==> src/sv/sira_pkg.sv <==
// Shared constants, types and the digit-to-character function of the radix text converter.
package sira_pkg;

  localparam int VALUE_BITS = 32;
  localparam int RADIX_W    = 6;
  localparam int CHAR_W     = 7;
  localparam int DIGIT_W    = 6;
  localparam int BCNT_W     = $clog2(VALUE_BITS);
  localparam int DCNT_W     = $clog2(VALUE_BITS + 1);
  localparam int DEC_DIGITS = 10;

  localparam logic [RADIX_W-1:0] RADIX_MIN   = RADIX_W'(2);
  localparam logic [RADIX_W-1:0] RADIX_MAX   = RADIX_W'(36);
  localparam logic [RADIX_W-1:0] RADIX_RESET = RADIX_W'(16);

  localparam logic [CHAR_W-1:0] CHAR_ZERO  = CHAR_W'(8'h30);
  localparam logic [CHAR_W-1:0] CHAR_A     = CHAR_W'(8'h41);
  localparam logic [CHAR_W-1:0] CHAR_MINUS = CHAR_W'(8'h2D);

  typedef enum logic [2:0] {
    S_IDLE,
    S_DIV_INIT,
    S_DIV_STEP,
    S_PUSH,
    S_SIGN,
    S_EMIT
  } step_t;

  typedef enum logic [2:0] {
    OP_IDLE,
    OP_DIV_INIT,
    OP_DIV_STEP,
    OP_PUSH,
    OP_SIGN,
    OP_EMIT
  } op_t;

  typedef enum logic [2:0] {
    COND_ALWAYS,
    COND_IN_VALID,
    COND_BIT_DONE,
    COND_MAG_ZERO,
    COND_LAST_DIGIT
  } cond_t;

  typedef enum logic [1:0] {
    STALL_NONE,
    STALL_OUT,
    STALL_OUT_IF_NEG
  } stall_t;

  typedef struct packed {
    op_t    op;
    cond_t  cond;
    stall_t stall;
    step_t  t_true;
    step_t  t_false;
  } uword_t;

  typedef struct packed {
    logic in_valid;
    logic bit_done;
    logic mag_zero;
    logic last_digit;
    logic out_free;
    logic neg;
  } status_t;

  typedef struct packed {
    op_t  op;
    logic go;
  } ctrl_t;

  function automatic logic [CHAR_W-1:0] digit_char(input logic [DIGIT_W-1:0] d);
    logic [CHAR_W-1:0] c;
    if (d < DIGIT_W'(DEC_DIGITS)) begin
      c = CHAR_ZERO + CHAR_W'(d);
    end else begin
      c = CHAR_A + CHAR_W'(d) - CHAR_W'(DEC_DIGITS);
    end
    return c;
  endfunction

endpackage

==> src/sv/signed_integer_to_radix_ascii_unit.sv <==
// Top level: converts a signed integer to ASCII text in a configurable base.
//
// The input stream carries one signed integer per word. The output stream
// returns its text one ASCII character per word, most significant digit
// first, led by a minus sign for negative values, with out_tlast on the
// final character. The base is written through cfg_we and cfg_wdata;
// values below 2 or above 36 saturate, and reset selects base sixteen.
// Each digit takes one division by the base in a shift-subtract unit that
// retires one quotient bit per cycle. An item passes through the accept
// step, one division per digit, one sign step that also loads the minus
// sign, and one emit step per digit. One item is worked on at a time;
// in_tready is high only while the sequencer is idle and reset is released.
// A stalled receiver holds the output register and the sequencer waits in
// place. Reset empties the digit stack and the output register and
// returns the sequencer to idle.
module signed_integer_to_radix_ascii_unit (
  input  logic                               clk,
  input  logic                               rst_n,
  input  logic                               cfg_we,
  input  logic [sira_pkg::RADIX_W-1:0]       cfg_wdata,
  input  logic                               in_tvalid,
  output logic                               in_tready,
  input  logic [sira_pkg::VALUE_BITS-1:0]    in_tdata,   // value
  output logic                               out_tvalid,
  input  logic                               out_tready,
  output logic [7:0]                         out_tdata,  // character, zero pad
  output logic                               out_tlast   // last
);
  import sira_pkg::*;

  ctrl_t                 ctrl;
  status_t               status;

  logic [RADIX_W-1:0]    radix_r;
  logic [RADIX_W-1:0]    radix_nxt;
  logic [VALUE_BITS-1:0] mag_r;
  logic                  neg_r;
  logic [RADIX_W-1:0]    rem_r;
  logic [BCNT_W-1:0]     bcnt_r;
  logic [DCNT_W-1:0]     dcnt_r;
  logic [DIGIT_W-1:0]    dstk_r [VALUE_BITS];

  logic                  out_tvalid_r;
  logic [CHAR_W-1:0]     out_char_r;
  logic                  out_last_r;

  logic [RADIX_W:0]      rem_sh;
  logic                  q_bit;
  logic [RADIX_W-1:0]    rem_nxt;
  logic                  out_free;

  sira_seq u_seq (
    .clk    (clk),
    .rst_n  (rst_n),
    .status (status),
    .ctrl   (ctrl)
  );

  assign out_free = !out_tvalid_r || out_tready;

  always_comb begin
    status.in_valid   = in_tvalid;
    status.bit_done   = (bcnt_r == '0);
    status.mag_zero   = (mag_r == '0);
    status.last_digit = (dcnt_r == DCNT_W'(1));
    status.out_free   = out_free;
    status.neg        = neg_r;
  end

  always_comb begin
    if (cfg_wdata < RADIX_MIN) begin
      radix_nxt = RADIX_MIN;
    end else if (cfg_wdata > RADIX_MAX) begin
      radix_nxt = RADIX_MAX;
    end else begin
      radix_nxt = cfg_wdata;
    end
  end

  always_comb begin
    rem_sh  = {rem_r, mag_r[VALUE_BITS-1]};
    q_bit   = (rem_sh >= {1'b0, radix_r});
    rem_nxt = q_bit ? RADIX_W'(rem_sh - {1'b0, radix_r}) : rem_sh[RADIX_W-1:0];
  end

  always_ff @(posedge clk) begin
    if (!rst_n) begin
      radix_r <= RADIX_RESET;
    end else if (cfg_we) begin
      radix_r <= radix_nxt;
    end
  end

  always_ff @(posedge clk) begin
    unique case (ctrl.op)
      OP_IDLE: begin
        if (in_tvalid) begin
          neg_r <= in_tdata[VALUE_BITS-1];
          mag_r <= in_tdata[VALUE_BITS-1] ? (~in_tdata + VALUE_BITS'(1)) : in_tdata;
        end
      end
      OP_DIV_INIT: begin
        rem_r  <= '0;
        bcnt_r <= BCNT_W'(VALUE_BITS - 1);
      end
      OP_DIV_STEP: begin
        rem_r  <= rem_nxt;
        mag_r  <= {mag_r[VALUE_BITS-2:0], q_bit};
        bcnt_r <= bcnt_r - BCNT_W'(1);
      end
      OP_PUSH: begin
        for (int i = VALUE_BITS - 1; i > 0; i--) begin
          dstk_r[i] <= dstk_r[i-1];
        end
        dstk_r[0] <= DIGIT_W'(rem_r);
      end
      OP_SIGN: begin
      end
      OP_EMIT: begin
        if (ctrl.go) begin
          for (int i = 0; i < VALUE_BITS - 1; i++) begin
            dstk_r[i] <= dstk_r[i+1];
          end
        end
      end
      default: begin
      end
    endcase
  end

  always_ff @(posedge clk) begin
    if (!rst_n) begin
      dcnt_r <= '0;
    end else if (ctrl.op == OP_PUSH) begin
      dcnt_r <= dcnt_r + DCNT_W'(1);
    end else if (ctrl.op == OP_EMIT && ctrl.go) begin
      dcnt_r <= dcnt_r - DCNT_W'(1);
    end
  end

  always_ff @(posedge clk) begin
    if (!rst_n) begin
      out_tvalid_r <= 1'b0;
    end else if (ctrl.op == OP_SIGN && ctrl.go && neg_r) begin
      out_tvalid_r <= 1'b1;
      out_char_r   <= CHAR_MINUS;
      out_last_r   <= 1'b0;
    end else if (ctrl.op == OP_EMIT && ctrl.go) begin
      out_tvalid_r <= 1'b1;
      out_char_r   <= digit_char(dstk_r[0]);
      out_last_r   <= (dcnt_r == DCNT_W'(1));
    end else if (out_tready) begin
      out_tvalid_r <= 1'b0;
    end
  end

  assign in_tready  = rst_n && (ctrl.op == OP_IDLE);
  assign out_tvalid = out_tvalid_r;
  assign out_tdata  = {1'b0, out_char_r};
  assign out_tlast  = out_last_r;

  a_radix_range: assert property (@(posedge clk) disable iff (!rst_n)
    radix_r >= RADIX_MIN && radix_r <= RADIX_MAX)
    else $error("Radix register left the range two to thirty-six.");

  a_emit_nonempty: assert property (@(posedge clk) disable iff (!rst_n)
    (ctrl.op == OP_EMIT) |-> (dcnt_r != '0))
    else $error("Character emitted from an empty digit stack.");

  a_busy_after_accept: assert property (@(posedge clk) disable iff (!rst_n)
    (in_tvalid && in_tready) |=> !in_tready)
    else $error("New word accepted while a conversion is under way.");

  a_stack_bound: assert property (@(posedge clk) disable iff (!rst_n)
    dcnt_r <= DCNT_W'(VALUE_BITS))
    else $error("Digit stack overflowed.");

endmodule

==> src/sv/sira_seq.sv <==
// Microcode sequencer: program table, step counter and conditional jumps.
module sira_seq (
  input  logic              clk,
  input  logic              rst_n,
  input  sira_pkg::status_t status,
  output sira_pkg::ctrl_t   ctrl
);
  import sira_pkg::*;

  step_t  step_r;
  step_t  step_nxt;
  uword_t uw;
  logic   cond_ok;
  logic   hold;

  function automatic uword_t rom(input step_t s);
    uword_t w;
    unique case (s)
      S_IDLE:     w = '{OP_IDLE,     COND_IN_VALID,   STALL_NONE,       S_DIV_INIT, S_IDLE};
      S_DIV_INIT: w = '{OP_DIV_INIT, COND_ALWAYS,     STALL_NONE,       S_DIV_STEP, S_DIV_STEP};
      S_DIV_STEP: w = '{OP_DIV_STEP, COND_BIT_DONE,   STALL_NONE,       S_PUSH,     S_DIV_STEP};
      S_PUSH:     w = '{OP_PUSH,     COND_MAG_ZERO,   STALL_NONE,       S_SIGN,     S_DIV_INIT};
      S_SIGN:     w = '{OP_SIGN,     COND_ALWAYS,     STALL_OUT_IF_NEG, S_EMIT,     S_EMIT};
      S_EMIT:     w = '{OP_EMIT,     COND_LAST_DIGIT, STALL_OUT,        S_IDLE,     S_EMIT};
      default:    w = '{OP_IDLE,     COND_ALWAYS,     STALL_NONE,       S_IDLE,     S_IDLE};
    endcase
    return w;
  endfunction

  always_ff @(posedge clk) begin
    if (!rst_n) begin
      step_r <= S_IDLE;
    end else begin
      step_r <= step_nxt;
    end
  end

  always_comb begin
    uw = rom(step_r);
    unique case (uw.cond)
      COND_ALWAYS:     cond_ok = 1'b1;
      COND_IN_VALID:   cond_ok = status.in_valid;
      COND_BIT_DONE:   cond_ok = status.bit_done;
      COND_MAG_ZERO:   cond_ok = status.mag_zero;
      COND_LAST_DIGIT: cond_ok = status.last_digit;
      default:         cond_ok = 1'b1;
    endcase
    unique case (uw.stall)
      STALL_NONE:       hold = 1'b0;
      STALL_OUT:        hold = !status.out_free;
      STALL_OUT_IF_NEG: hold = status.neg && !status.out_free;
      default:          hold = 1'b0;
    endcase
    step_nxt = hold ? step_r : (cond_ok ? uw.t_true : uw.t_false);
    ctrl.op  = uw.op;
    ctrl.go  = !hold;
  end

endmodule
==> config.mk <==
export PLATFORM = sky130hd
export DESIGN_NAME = signed_integer_to_radix_ascii_unit
export DESIGN_NICKNAME = d
export VERILOG_FILES = /design/src/sv/sira_pkg.sv /design/src/sv/signed_integer_to_radix_ascii_unit.sv /design/src/sv/sira_seq.sv
export SDC_FILE = /design/constraint.sdc
export NUM_CORES = 1
export LEC_CHECK = 0
export BUFFER_PORTS_ARGS = -buffer_cell sky130_fd_sc_hd__buf_2
export CORE_MARGIN = 3
export CORE_UTILIZATION = 58
export CTS_BUF_LIST = sky130_fd_sc_hd__clkbuf_8
export CTS_CLUSTER_DIAMETER = 80
export CTS_CLUSTER_SIZE = 30
export DETAILED_ROUTE_END_ITERATION = 12
export MAX_ROUTING_LAYER = met4
export PLACE_DENSITY = 0.79
export SYNTH_ARGS = -nofsm -noshare
export SYNTH_HDL_FRONTEND = slang
export SYNTH_HIERARCHICAL = 1
export SYNTH_SLANG_ARGS = --single-unit
export TNS_END_PERCENT = 50
==> constraint.sdc <==
create_clock -name clk -period 6.7 [get_ports clk]
set_input_delay 0.335 -clock clk [delete_from_list [all_inputs] [get_ports clk]]
set_output_delay 0.335 -clock clk [all_outputs]
set_load 0.02 [all_outputs]
Yosys cells after proc, flatten, opt, wreduce, memory -nomap -nowiden --
Memory sizes are Yosys's and may differ from the RTL's. Index checks and enable logic that the tools add are counted.
Word-level totals: register bits 68, output and inout bits 11, logic and storage cells 150, memory bits (read-only) 0, bits in latches 0, memory bits (writable) 192, memories kept 1
Memories:
- dstk_r | words 32, width 6, rd ports 32, clocked after memory_dff 0, wr ports 32, line signed_integer_to_radix_ascii_unit.sv:41 | logic [DIGIT_W-1:0] dstk_r [VALUE_BITS];
Cells by class: reduce and logical (&&, ||, !) cells 21, shifts and indexed selects 0, div/mod/pow operators 0, bitwise logic cells 32, multiply operators 0, multiplexer cells 56, order comparisons 4, add/subtract/negate cells 8, eq/ne operators 18
Operators by type and width (count):
- 6-bit 2-to-1 mux | 36
- 14-bit one-hot mux with 6 select lines | 1
- 32-bit 2-to-1 mux | 2
- 32-bit one-hot mux with 2 select lines | 1
- 32-bit by 1-bit adder with 32-bit output (second input constant) | 1
- 32-bit logical NOT | 1
- 32-bit NOT | 1
- 1-bit bitwise OR | 31
- 3-bit by 2-bit == test with 1-bit output (second input constant) | 6
- 3-bit == test (second input constant) | 5
- 7-bit 2-to-1 mux | 2
- 6-bit one-hot mux with 2 select lines | 1
- 5-bit one-hot mux with 2 select lines | 1
- 3-bit by 1-bit == test with 1-bit output (second input constant) | 3
- 1-bit 2-to-1 mux | 9
- 2-bit nonzero test | 4
- 6-bit by 6-bit adder with 7-bit output (first input constant) | 1
- 7-bit by 6-bit adder with 7-bit output (first input constant) | 1
- 7-bit by 6-bit greater-or-equal comparator with 1-bit output | 1
- 7-bit by 4-bit subtractor with 7-bit output (second input constant) | 1
- 6-bit by 1-bit adder with 6-bit output (second input constant) | 1
- 6-bit by 1-bit == test with 1-bit output (second input constant) | 1
- 6-bit > comparator (second input constant) | 1
- 3-bit logical NOT | 2
- 17 further kinds | 25

Logic depth before layout (Yosys ltp) --
Gate-level depths: netlist of run 1.
depth after elaboration 10, depth in mapped cells 13

Hierarchy --
Netlist of run 1, hierarchy kept.
Modules (own cells, without submodules):
- signed_integer_to_radix_ascii_unit | cells each 1199, instances 1, area each 12151.7 µm²
- sira_seq | cells each 44, instances 1, area each 329.1 µm²

Worst setup path after synthesis of run 1 --
OpenSTA, ideal clock, no wires.
path type reg-to-reg, from register u_seq.step_r[0], to memory dstk_r[0][0] (enable), setup slack 0.216 ns, cell stages (with the launch flop) 10, data arrival time 5.929 ns, cell sequence dfxtp_1 -> clkbuf_1 -> or3_1 -> ha_1 -> o21ai_0 -> and2_1 -> buf_4 -> clkbuf_1 -> nand4b_1 -> nand2_1
RTL lines:
- start, declared | line sira_seq.sv:10 | step_t step_r;
- start signal, assigned | line sira_seq.sv:34 | step_r <= step_nxt;
- end, declared | line signed_integer_to_radix_ascii_unit.sv:41

==> flow_metrics.env, run 1 <==
export IMPL_start_util=0.592
export IMPL_clkTransAtPathRegs_ns=0.16
export IMPL_area_growth_pct=5.68
export IMPL_clk_latency_ns=0.54
export IMPL_worstPathMaxFanout=75
export IMPL_io_buffers=52
export IMPL_dr_pass1_iters=4
export IMPL_crit_family="simple AND/OR/NAND/NOR gates"
export IMPL_vias=8549
export IMPL_peakVddDrop_mv=0.125
export IMPL_finalHoldViolCount=0
export IMPL_drc=0
export IMPL_synth_area_um2=12500
export IMPL_crit_top_cell="o21ai_0"
export IMPL_critPathKind="register to register"
export IMPL_met3_usage=0.0230
export IMPL_maxCapViolCount=0
export IMPL_setup_viol=0
export IMPL_clock_sinks=260
export IMPL_grt_usage=0.197
export IMPL_grt_busiest_layer="met2"
export IMPL_drive_gt1_frac=0.0798
export IMPL_grt_pass1_wl_mm=38.4
export IMPL_grt_pass1_vias=8058
export IMPL_dieHeight_um=153
export IMPL_drtIter0Drc=767
export IMPL_boundaryPins=54
export IMPL_async_flop_share=0
export IMPL_nets=1307
export IMPL_finalSetupTns_ns=0
export IMPL_r2r_start="u_seq/step_r[2]$_SDFFE_PN0N_"
export IMPL_netlist_cell_type_count=66
export IMPL_finalCritPeriodShare=0.570
export IMPL_core_um2=21100
export IMPL_path_cells="inv_2 > or3_1 > ha_1 > o21ai_0 > and2_1 > and4b_4 > buf_4 > o21ai_0"
export IMPL_synth_edff_count=244
export IMPL_cp_end_kind="register"
export IMPL_dieWidth_um=153
export IMPL_met2_usage=0.303
export IMPL_power_leakage_nw=5.13
export IMPL_ys_flop_type="edfxtp_1"
export IMPL_ctsRootBufferMaster="clkbuf_8"
export IMPL_drt_wl_total_mm=22.6
export IMPL_rsz0062_at_grt="false"
export IMPL_critical_path_max_stage_delay_ns=0.90
export IMPL_cts_made_buffers=14
export IMPL_final_cell_area_um2=13200
export IMPL_tightest_slew_ns=1.15
export IMPL_utilization=0.625
export IMPL_die_area_um2=23300
export IMPL_cts_buffer_depth=3
export IMPL_cp_start_kind="register"
export IMPL_cts_resized_gates=0
export IMPL_p_per_area_nw_per_um2=225
export IMPL_post_drt_wl_per_cell_um=14.8
export IMPL_slew_headroom=0.235
export IMPL_finalWeightedCongestion=0.820
export IMPL_via_per_inst=5.59
export IMPL_row_count=53
export IMPL_cp_startpoint="u_seq/step_r[2]$_SDFFE_PN0N_"
export IMPL_grt_start_max_net_pins=166
export IMPL_crit_arrival_ns=4.08
export IMPL_grtUsageMet1=0.289
export IMPL_ys_ff_latch=260
export IMPL_ant_nets=0
export IMPL_grt_overflow=0
export IMPL_place_area_um2=12900
export IMPL_crit_slowest_cell="and4b_4"
export IMPL_synth_warning_count=6
export IMPL_path_buf_inv=2
export IMPL_hpwlAfterDp_mm=14.4
export IMPL_n_fill_cell=1707
export IMPL_clock_skew_ns=0.0249
export IMPL_ctsHoldBuffers=0
export IMPL_htree_num_levels=1
export IMPL_cts_tree="yes"
export IMPL_antenna_cells=0
export IMPL_ys_seq_area_frac=0.613
export IMPL_antenna_found_initial=0
export IMPL_cts_setup_buffers=0
export IMPL_drv_slew=0
export IMPL_syn_nets=1305
export IMPL_fmax_mhz=262
export IMPL_status="finished clean"
export IMPL_cp_data_required_time_ns=6.96
export IMPL_avgSynthCellArea_um2=10.0
export IMPL_hp_class="input pin to register"
export IMPL_synthCells=1243
export IMPL_min_period_ns=3.82
export IMPL_hold_start="cfg_wdata[2]"
-- path summary, 6_finish.rpt --
check | endpoint | slack [ns] | depth (start not counted)
worst max-delay path | dstk_r[0][10]$_DFFE_PP_ | 2.88 | 8
worst min-delay path | radix_r[2]$_SDFFE_PN0P_ | 0.03 | 3
worst max register to register | dstk_r[0][10]$_DFFE_PP_ | 2.88 | 8
worst min register to register | dstk_r[7][22]$_DFFE_PN_ | 0.48 | 0
-- placed cells by master (no fill, tap or decap), types with 13 or more instances in the layout --
cell / count
nand2_1: 540
edfxtp_1: 244
buf_2: 52
o21ai_0: 41
nor2_1: 30
a21oi_1: 29
inv_1: 26
xor2_1: 26
a22o_1: 18
ha_1: 18
dfxtp_1: 16
clkbuf_8: 15
xnor2_1: 13
-- metrics by stage --
step / power (mW) / instances / hold slack (ns) / worst slack (ns)
2_1_floorplan: 2.13 / 1243 / 0.427 / 0.216
3_3_place_gp: 2.19 / 1504 / 0.458 / 3.01
3_5_place_dp: 2.21 / 1504 / 0.444 / 2.91
4_1_cts: 2.99 / 1528 / 0.00311 / 2.89
5_1_grt: 3.09 / 1528 / 0.0118 / 2.60
6_report: 2.97 / 1528 / 0.0348 / 2.88
-- synth_stat cells, types with 3 or more instances --
library cell | instances | area share
edfxtp_1 | 244 | 0.59
nand3b_1 | 5 | 0.0030
o41ai_1 | 7 | 0.0049
nand4b_1 | 3 | 0.0021
nor2b_1 | 9 | 0.0045
xnor2_1 | 13 | 0.0091
dfxtp_1 | 16 | 0.026
xor2_1 | 26 | 0.018
buf_2 | 4 | 0.0016
nand3_1 | 11 | 0.0044
clkbuf_1 | 59 | 0.018
nor3_1 | 9 | 0.0036
nand2b_1 | 8 | 0.0040
nand2_1 | 541 | 0.16
or3_1 | 11 | 0.0055
ha_1 | 18 | 0.018
inv_1 | 25 | 0.0075
o21ai_1 | 3 | 0.0012
mux2i_1 | 4 | 0.0032
a31oi_1 | 3 | 0.0015
nor2_1 | 30 | 0.0090
nor3b_1 | 7 | 0.0042
o21ai_0 | 41 | 0.016
nor4_1 | 9 | 0.0045
and2_1 | 4 | 0.0020
or4_1 | 7 | 0.0042
o31ai_1 | 11 | 0.0066
or2_2 | 8 | 0.0040
buf_1 | 4 | 0.0012
o311ai_0 | 3 | 0.0021
a22o_1 | 18 | 0.013
o211ai_1 | 5 | 0.0030
buf_4 | 4 | 0.0024
a21oi_1 | 29 | 0.012
nand4_1 | 6 | 0.0030
-- where the power goes --
part           leakage [nW]  switching (mW)  internal, mW
Combinational          2.61           0.167        0.0973
Sequential             2.35          0.0438          1.86
Clock                 0.167           0.527         0.275
Total                  5.13           0.737          2.23
-- layer usage --
layer,vias to the layer above,part of all wire,routed length [um]
met5,-,0,0
met4,0,0.016,360
met3,26,0.047,1080
met2,207,0.47,10600
met1,4064,0.47,10600
li1,4252,-,-
-- layout make-up --
cell class	count	area, um2	area share
Multi-Input combinational cell	885	4460	0.338
Timing Repair Buffer	58	318	0.0241
Clock buffer	15	206	0.0157
Clock inverter	9	116	0.00882
Sequential cell	260	7650	0.580
Tap cell	275	344	0.0261
Inverter	26	97.6	0.00740
-- worst register-to-register path, stage by stage, from the launching register on --
cell and delay [ns]:
dfxtp_1 0.46, inv_2 0.07, or3_1 0.42, ha_1 0.25
o21ai_0 0.23, and2_1 0.34, and4b_4 0.90, buf_4 0.64
o21ai_0 0.22
-- sequential cells by signal, indices dropped and copies added (netlist names), 3 cells and up --
signal	count
bcnt_r	5
dcnt_r	6
dstk_r	192
mag_r	32
out_char_r	7
radix_r	6
rem_r	6
u_seq/step_r	3
-- logic make-up after synthesis --
group / synth area share
AOI/OAI and AO/OA: 0.0753
xor gates and xnor gates: 0.0274
adders and majority gates: 0.0205
buffers and inverters: 0.0312
DFF: 0.613
muxes: 0.00411
other: 0.000300
and+or+nand+nor: 0.229
Note: power is estimated with default switching activity, not from simulation.
==> run 2: changes to the inputs <==
--- a/config.mk
+++ b/config.mk
@@ -7,13 +7,13 @@
 export LEC_CHECK = 0
 export BUFFER_PORTS_ARGS = -buffer_cell sky130_fd_sc_hd__buf_2
 export CORE_MARGIN = 3
-export CORE_UTILIZATION = 58
+export CORE_UTILIZATION = 60
 export CTS_BUF_LIST = sky130_fd_sc_hd__clkbuf_8
 export CTS_CLUSTER_DIAMETER = 80
 export CTS_CLUSTER_SIZE = 30
 export DETAILED_ROUTE_END_ITERATION = 12
 export MAX_ROUTING_LAYER = met4
-export PLACE_DENSITY = 0.79
+export PLACE_DENSITY = 0.78
 export SYNTH_ARGS = -nofsm -noshare
 export SYNTH_HDL_FRONTEND = slang
 export SYNTH_HIERARCHICAL = 1
==> constraint.sdc (replaced) <==
create_clock -name clk -period 3.8 [get_ports clk]
set_input_delay 0.19 -clock clk [delete_from_list [all_inputs] [get_ports clk]]
set_output_delay 0.19 -clock clk [all_outputs]
set_load 0.02 [all_outputs]
==> flow_metrics.env, run 2 (synthesis results as in run 1) <==
export IMPL_status="finished clean"
export IMPL_drtIter0Drc=840
export IMPL_peakVddDrop_mv=0.214
export IMPL_clk_latency_ns=0.54
export IMPL_final_cell_area_um2=13400
export IMPL_dieHeight_um=150
export IMPL_n_fill_cell=1554
export IMPL_critPathKind="register to register"
export IMPL_cp_end_kind="register"
export IMPL_worstPathMaxFanout=8
export IMPL_start_util=0.613
export IMPL_cp_startpoint="u_seq/step_r[2]$_SDFFE_PN0N_"
export IMPL_layout_common_cells="nand2_1, edfxtp_1, buf_2"
export IMPL_finalNonFillerCells=1537
export IMPL_pre_cts_ws_ns=0.516
export IMPL_drc=0
export IMPL_place_inst=1507
export IMPL_drv_slew=0
export IMPL_finalSetupTns_ns=0
export IMPL_boundaryPins=54
export IMPL_critical_path_max_stage_delay_ns=0.77
export IMPL_cp_data_required_time_ns=3.97
export IMPL_maxCapViolCount=0
export IMPL_ctsRootBufferMaster="clkbuf_8"
export IMPL_rsz0062_at_grt="false"
export IMPL_post_drt_wl_per_cell_um=14.9
export IMPL_cts_setup_buffers=0
export IMPL_crit_arrival_ns=3.54
export IMPL_path_cells="inv_2 > or3_1 > ha_1 > o21ai_0 > and2_1 > nand4b_1 > a21oi_1"
export IMPL_seq_area_um2=7650
export IMPL_finalWorstSetupSlack_ns=0.424
export IMPL_ant_nets=0
export IMPL_clock_skew_ns=0.0234
export IMPL_row_count=52
export IMPL_via_per_inst=5.59
export IMPL_min_period_ns=3.38
export IMPL_finalCritPeriodShare=0.888
export IMPL_htree_num_levels=1
export IMPL_io_buffers=52
export IMPL_setup_viol=0
export IMPL_finalHoldViolCount=0
export IMPL_drive_gt1_frac=0.0805
export IMPL_hold_start="in_tvalid"
export IMPL_cts_made_buffers=13
export IMPL_largest_register="dstk_r"
export IMPL_place_area_um2=13000
export IMPL_hpwlAfterDp_mm=14.9
export IMPL_drt_wl_total_mm=22.8
export IMPL_grt_usage=0.212
export IMPL_tightest_slew_ns=0.799
export IMPL_die_area_um2=22600
export IMPL_power_leakage_nw=5.19
export IMPL_cts_buffer_depth=3
export IMPL_clock_sinks=260
export IMPL_vias=8599
export IMPL_area_growth_pct=7.07
export IMPL_cts_resized_gates=0
export IMPL_finalWeightedCongestion=0.830
export IMPL_nets=1325
export IMPL_antenna_cells=0
export IMPL_grt_start_max_net_pins=88
export IMPL_final_common_cell="nand2_1"
export IMPL_cts_tree="yes"
export IMPL_multiInputGateArea_um2=4470
export IMPL_r2r_start="u_seq/step_r[2]$_SDFFE_PN0N_"
export IMPL_grt_pass1_wl_mm=38.6
export IMPL_biggestRegsByFlops="dstk_r: 192 flops, mag_r: 32 flops, out_char_r: 7 flops"
export IMPL_p_per_area_nw_per_um2=378
export IMPL_core_um2=20400
export IMPL_largest_register_ffs=192
export IMPL_dieWidth_um=150
export IMPL_grt_overflow=0
export IMPL_hp_class="input pin to register"
export IMPL_grt_pass1_vias=7920
export IMPL_antenna_found_initial=0
export IMPL_cp_start_kind="register"
export IMPL_fmax_mhz=296
export IMPL_clkTransAtPathRegs_ns=0.14
export IMPL_crit_slowest_cell="a21oi_1"
export IMPL_slew_headroom=0.467
export IMPL_dr_pass1_iters=5
run 2: timing repair:
action / CTS / global route
endpoints found under the hold margin: 10 / 0
setup endpoints to repair: 0 / 0
hold buffers: 11 / 0
run 2: per-layer routing:
metal | share of wire | track usage | wire, um
met2 | 0.47 | 0.318 | 10600
met3 | 0.052 | 0.0226 | 1180
met4 | 0.010 | 0.0403 | 228
met5 | 0 | - | 0
met1 | 0.47 | 0.322 | 10800
run 2: power by group:
group,switching (mW),leakage [nW],internal (mW)
clock network,0.848,0.123,0.348
registers,0.0784,2.35,3.28
logic,0.308,2.72,0.191
total,1.23,5.19,3.82
run 2: worst max-delay path: cells and delay by family (launching register included):
kind | cells | cell delay (ns)
buffers and inverters | 1 | 0.08
adder cells (fa/ha/maj) | 1 | 0.26
AND/OR/NAND/NOR | 3 | 1.20
AO/OA/AOI/OAI | 2 | 1.01
flip-flops | 1 | 0.47
run 2: worst paths after layout:
kind | slack (ns) | end | cells after the start
max | 0.42 | out_tlast$_SDFFCE_PP0P_ | 7
min | 0.05 | neg_r$_DFFE_PP_ | 2
max reg2reg | 0.42 | out_tlast$_SDFFCE_PP0P_ | 7
min reg2reg | 0.48 | dstk_r[7][18]$_DFFE_PN_ | 0
run 2: metrics by stage:
stage / power, mW / hold WS [ns] / utilization
CTS: 5.09 / 0.000916 / 0.656
finish: 5.05 / 0.0455 / 0.656
detailed placement: 3.91 / 0.441 / 0.639
floorplan: 3.75 / 0.289 / -
global placement: 3.89 / 0.430 / 0.639
global route: 5.26 / 0.0409 / 0.656
run 2: layout make-up:
cell class,count,share of cell area
clock buffers,13,0.0134
well taps,270,0.0253
flip-flops and latches,260,0.572
inverters,26,0.00730
multi-input cells,885,0.334
clock inverters,6,0.00421
repair buffers,77,0.0431
==> run 3: changes to the inputs <==
==> constraint.sdc (replaced) <==
create_clock -name clk -period 4.4 [get_ports clk]
set_input_delay 0.22 -clock clk [delete_from_list [all_inputs] [get_ports clk]]
set_output_delay 0.22 -clock clk [all_outputs]
set_load 0.02 [all_outputs]
==> flow_metrics.env, run 3 (synthesis results as in run 1) <==
export IMPL_drt_wl_total_mm=22.9
export IMPL_power_leakage_nw=5.16
export IMPL_via_per_inst=5.57
export IMPL_io_buffers=52
export IMPL_hold_end="radix_r[5]$_SDFFE_PN0P_"
export IMPL_finalWeightedCongestion=0.831
export IMPL_clkTransAtPathRegs_ns=0.15
export IMPL_final_common_cell="nand2_1"
export IMPL_cts_setup_buffers=0
export IMPL_finalCritPeriodShare=0.852
export IMPL_finalSetupTns_ns=0
export IMPL_grt_pass1_wl_mm=38.7
export IMPL_pwr_share_clk=0.253
export IMPL_reg2regPathDepth=11
export IMPL_layout_common_cells="nand2_1, edfxtp_1, buf_2"
export IMPL_ant_nets=0
export IMPL_place_area_um2=12900
export IMPL_core_um2=20400
export IMPL_tightest_slew_ns=1.14
export IMPL_hp_class="input pin to register"
export IMPL_row_count=52
export IMPL_status="finished clean"
export IMPL_met2_length_mm=10.7
export IMPL_antenna_cells=0
export IMPL_place_inst=1503
export IMPL_cp_startpoint="u_seq/step_r[2]$_SDFFE_PN0N_"
export IMPL_hold_start="cfg_wdata[5]"
export IMPL_ctsRootBufferMaster="clkbuf_8"
export IMPL_p_per_area_nw_per_um2=335
export IMPL_worstPathMaxFanout=120
export IMPL_htree_num_levels=1
export IMPL_cp_data_required_time_ns=4.79
export IMPL_holdPathStages=3
export IMPL_slew_headroom=0.239
export IMPL_drive_gt1_frac=0.0793
export IMPL_fmax_mhz=267
export IMPL_clock_sinks=260
export IMPL_post_drt_wl_per_cell_um=14.9
export IMPL_finalHoldViolCount=0
export IMPL_dieWidth_um=150
export IMPL_top_layer_used="met4"
export IMPL_die_area_um2=22600
export IMPL_r2r_start="u_seq/step_r[2]$_SDFFE_PN0N_"
export IMPL_p_sw_frac=0.242
export IMPL_dieHeight_um=150
export IMPL_largest_register_ffs=192
export IMPL_critPathKind="register to register"
export IMPL_combPwrFrac=0.094
export IMPL_min_period_ns=3.75
export IMPL_drc=0
export IMPL_grt_start_max_net_pins=121
export IMPL_grt_usage=0.212
export IMPL_drv_slew=0
export IMPL_dr_pass1_iters=4
export IMPL_peakVddDrop_mv=0.237
export IMPL_antenna_found_initial=0
export IMPL_cts_made_buffers=13
export IMPL_p_int_mw=3.37
export IMPL_biggestRegsByFlops="dstk_r: 192 flops, mag_r: 32 flops, out_char_r: 7 flops"
export IMPL_cp_start_kind="register"
export IMPL_cts_buffer_depth=3
export IMPL_setup_viol=0
export IMPL_area_growth_pct=6.35
export IMPL_finalNonFillerCells=1531
export IMPL_hpwlAfterDp_mm=14.7
export IMPL_clock_skew_ns=0.0224
export IMPL_start_util=0.613
export IMPL_rrSetupSlack_ns=0.65
export IMPL_cts_tree="yes"
export IMPL_crit_arrival_ns=4.14
export IMPL_whs_ns=0.0270
export IMPL_clk_latency_ns=0.54
export IMPL_grt_pass1_vias=8115
export IMPL_boundaryPins=54
export IMPL_vias=8528
export IMPL_maxCapViolCount=0
export IMPL_drtIter0Drc=807
export IMPL_cp_end_kind="register"
export IMPL_p_switching_mw=1.07
export IMPL_r2r_end="dstk_r[5][11]$_DFFE_PP_"
export IMPL_largest_register="dstk_r"
export IMPL_grt_overflow=0
export IMPL_pwr_share_seq=0.653
export IMPL_wl_met1_mm=11.1
export IMPL_rsz0062_at_grt="false"
export IMPL_wl_met3_um=853
export IMPL_final_cell_area_um2=13300
export IMPL_nets=1318
[run 3: cell count changes in the layout (fill, tap and decap cells not counted), sizes merged]
cell / change
buf: -4
dlygate4sd3: -3
bufinv: +1
clkbuf: +1
clkinvlp: -1
[run 3: what timing repair did]
item                                    in CTS  in global routing
endpoints found under the hold margin        7                  0
endpoints found under the setup margin       0                  0
hold buffers                                 8                  0
gates resized for setup                      0                  0
[run 3: layer usage]
layer | track usage | up-vias
li1 | - | 4274
met3 | 0.0235 | 20
met4 | 0.0329 | 0
met2 | 0.330 | 146
met5 | - | -
met1 | 0.313 | 4088
[run 3: worst max path at each step]
stage | depth (start not counted) | slack, ns | to
2_1_floorplan | 9 | 0.63 | dstk_r[0][0]$_DFFE_PP_
3_3_place_gp | 11 | 0.75 | dstk_r[3][9]$_DFFE_PP_
3_5_place_dp | 11 | 0.69 | dstk_r[2][2]$_DFFE_PP_
4_1_cts | 11 | 0.68 | dstk_r[2][2]$_DFFE_PP_
5_1_grt | 11 | 0.30 | dstk_r[5][11]$_DFFE_PP_
6_report | 11 | 0.65 | dstk_r[5][11]$_DFFE_PP_
[run 3: worst max-delay path, cell delays in order (launching register included)]
cell and delay, ns:
dfxtp_1 0.48, inv_2 0.07, or3_1 0.42, inv_1 0.08, ha_1 0.13, a21oi_1 0.07, or3b_1 0.50, nand4b_1 0.15
buf_4 0.44, buf_4 0.94, nand2_1 0.16, nand2_1 0.10
[run 3: area by class of cell]
| cell class | instances | area, um2 |
|---|---|---|
| Multi-Input combinational cell | 885 | 4470 |
| Clock inverter | 6 | 75.1 |
| Clock buffer | 14 | 193 |
| Inverter | 26 | 97.6 |
| Timing Repair Buffer | 70 | 453 |
| Fill cell | 1634 | 7090 |
| Sequential cell | 260 | 7650 |
| Tap cell | 270 | 338 |
[run 3: power by group through the flow]
stage	Combinational, mW	Sequential [mW]	Clock (mW)
floorplan	0.305	2.93	0
global placement	0.393	2.95	0
detailed placement	0.407	2.96	0
CTS	0.416	2.90	1.15
global route	0.471	2.92	1.24
finish	0.417	2.90	1.12
[run 3: per-stage QoR]
| stage | utilization | setup slack (ns) | power (mW) |
|---|---|---|---|
| finish | 0.652 | 0.653 | 4.44 |
| global route | 0.652 | 0.301 | 4.63 |
| CTS | 0.652 | 0.679 | 4.47 |
| detailed placement | 0.635 | 0.687 | 3.36 |
| global placement | 0.635 | 0.747 | 3.35 |
| floorplan | - | 0.627 | 3.24 |
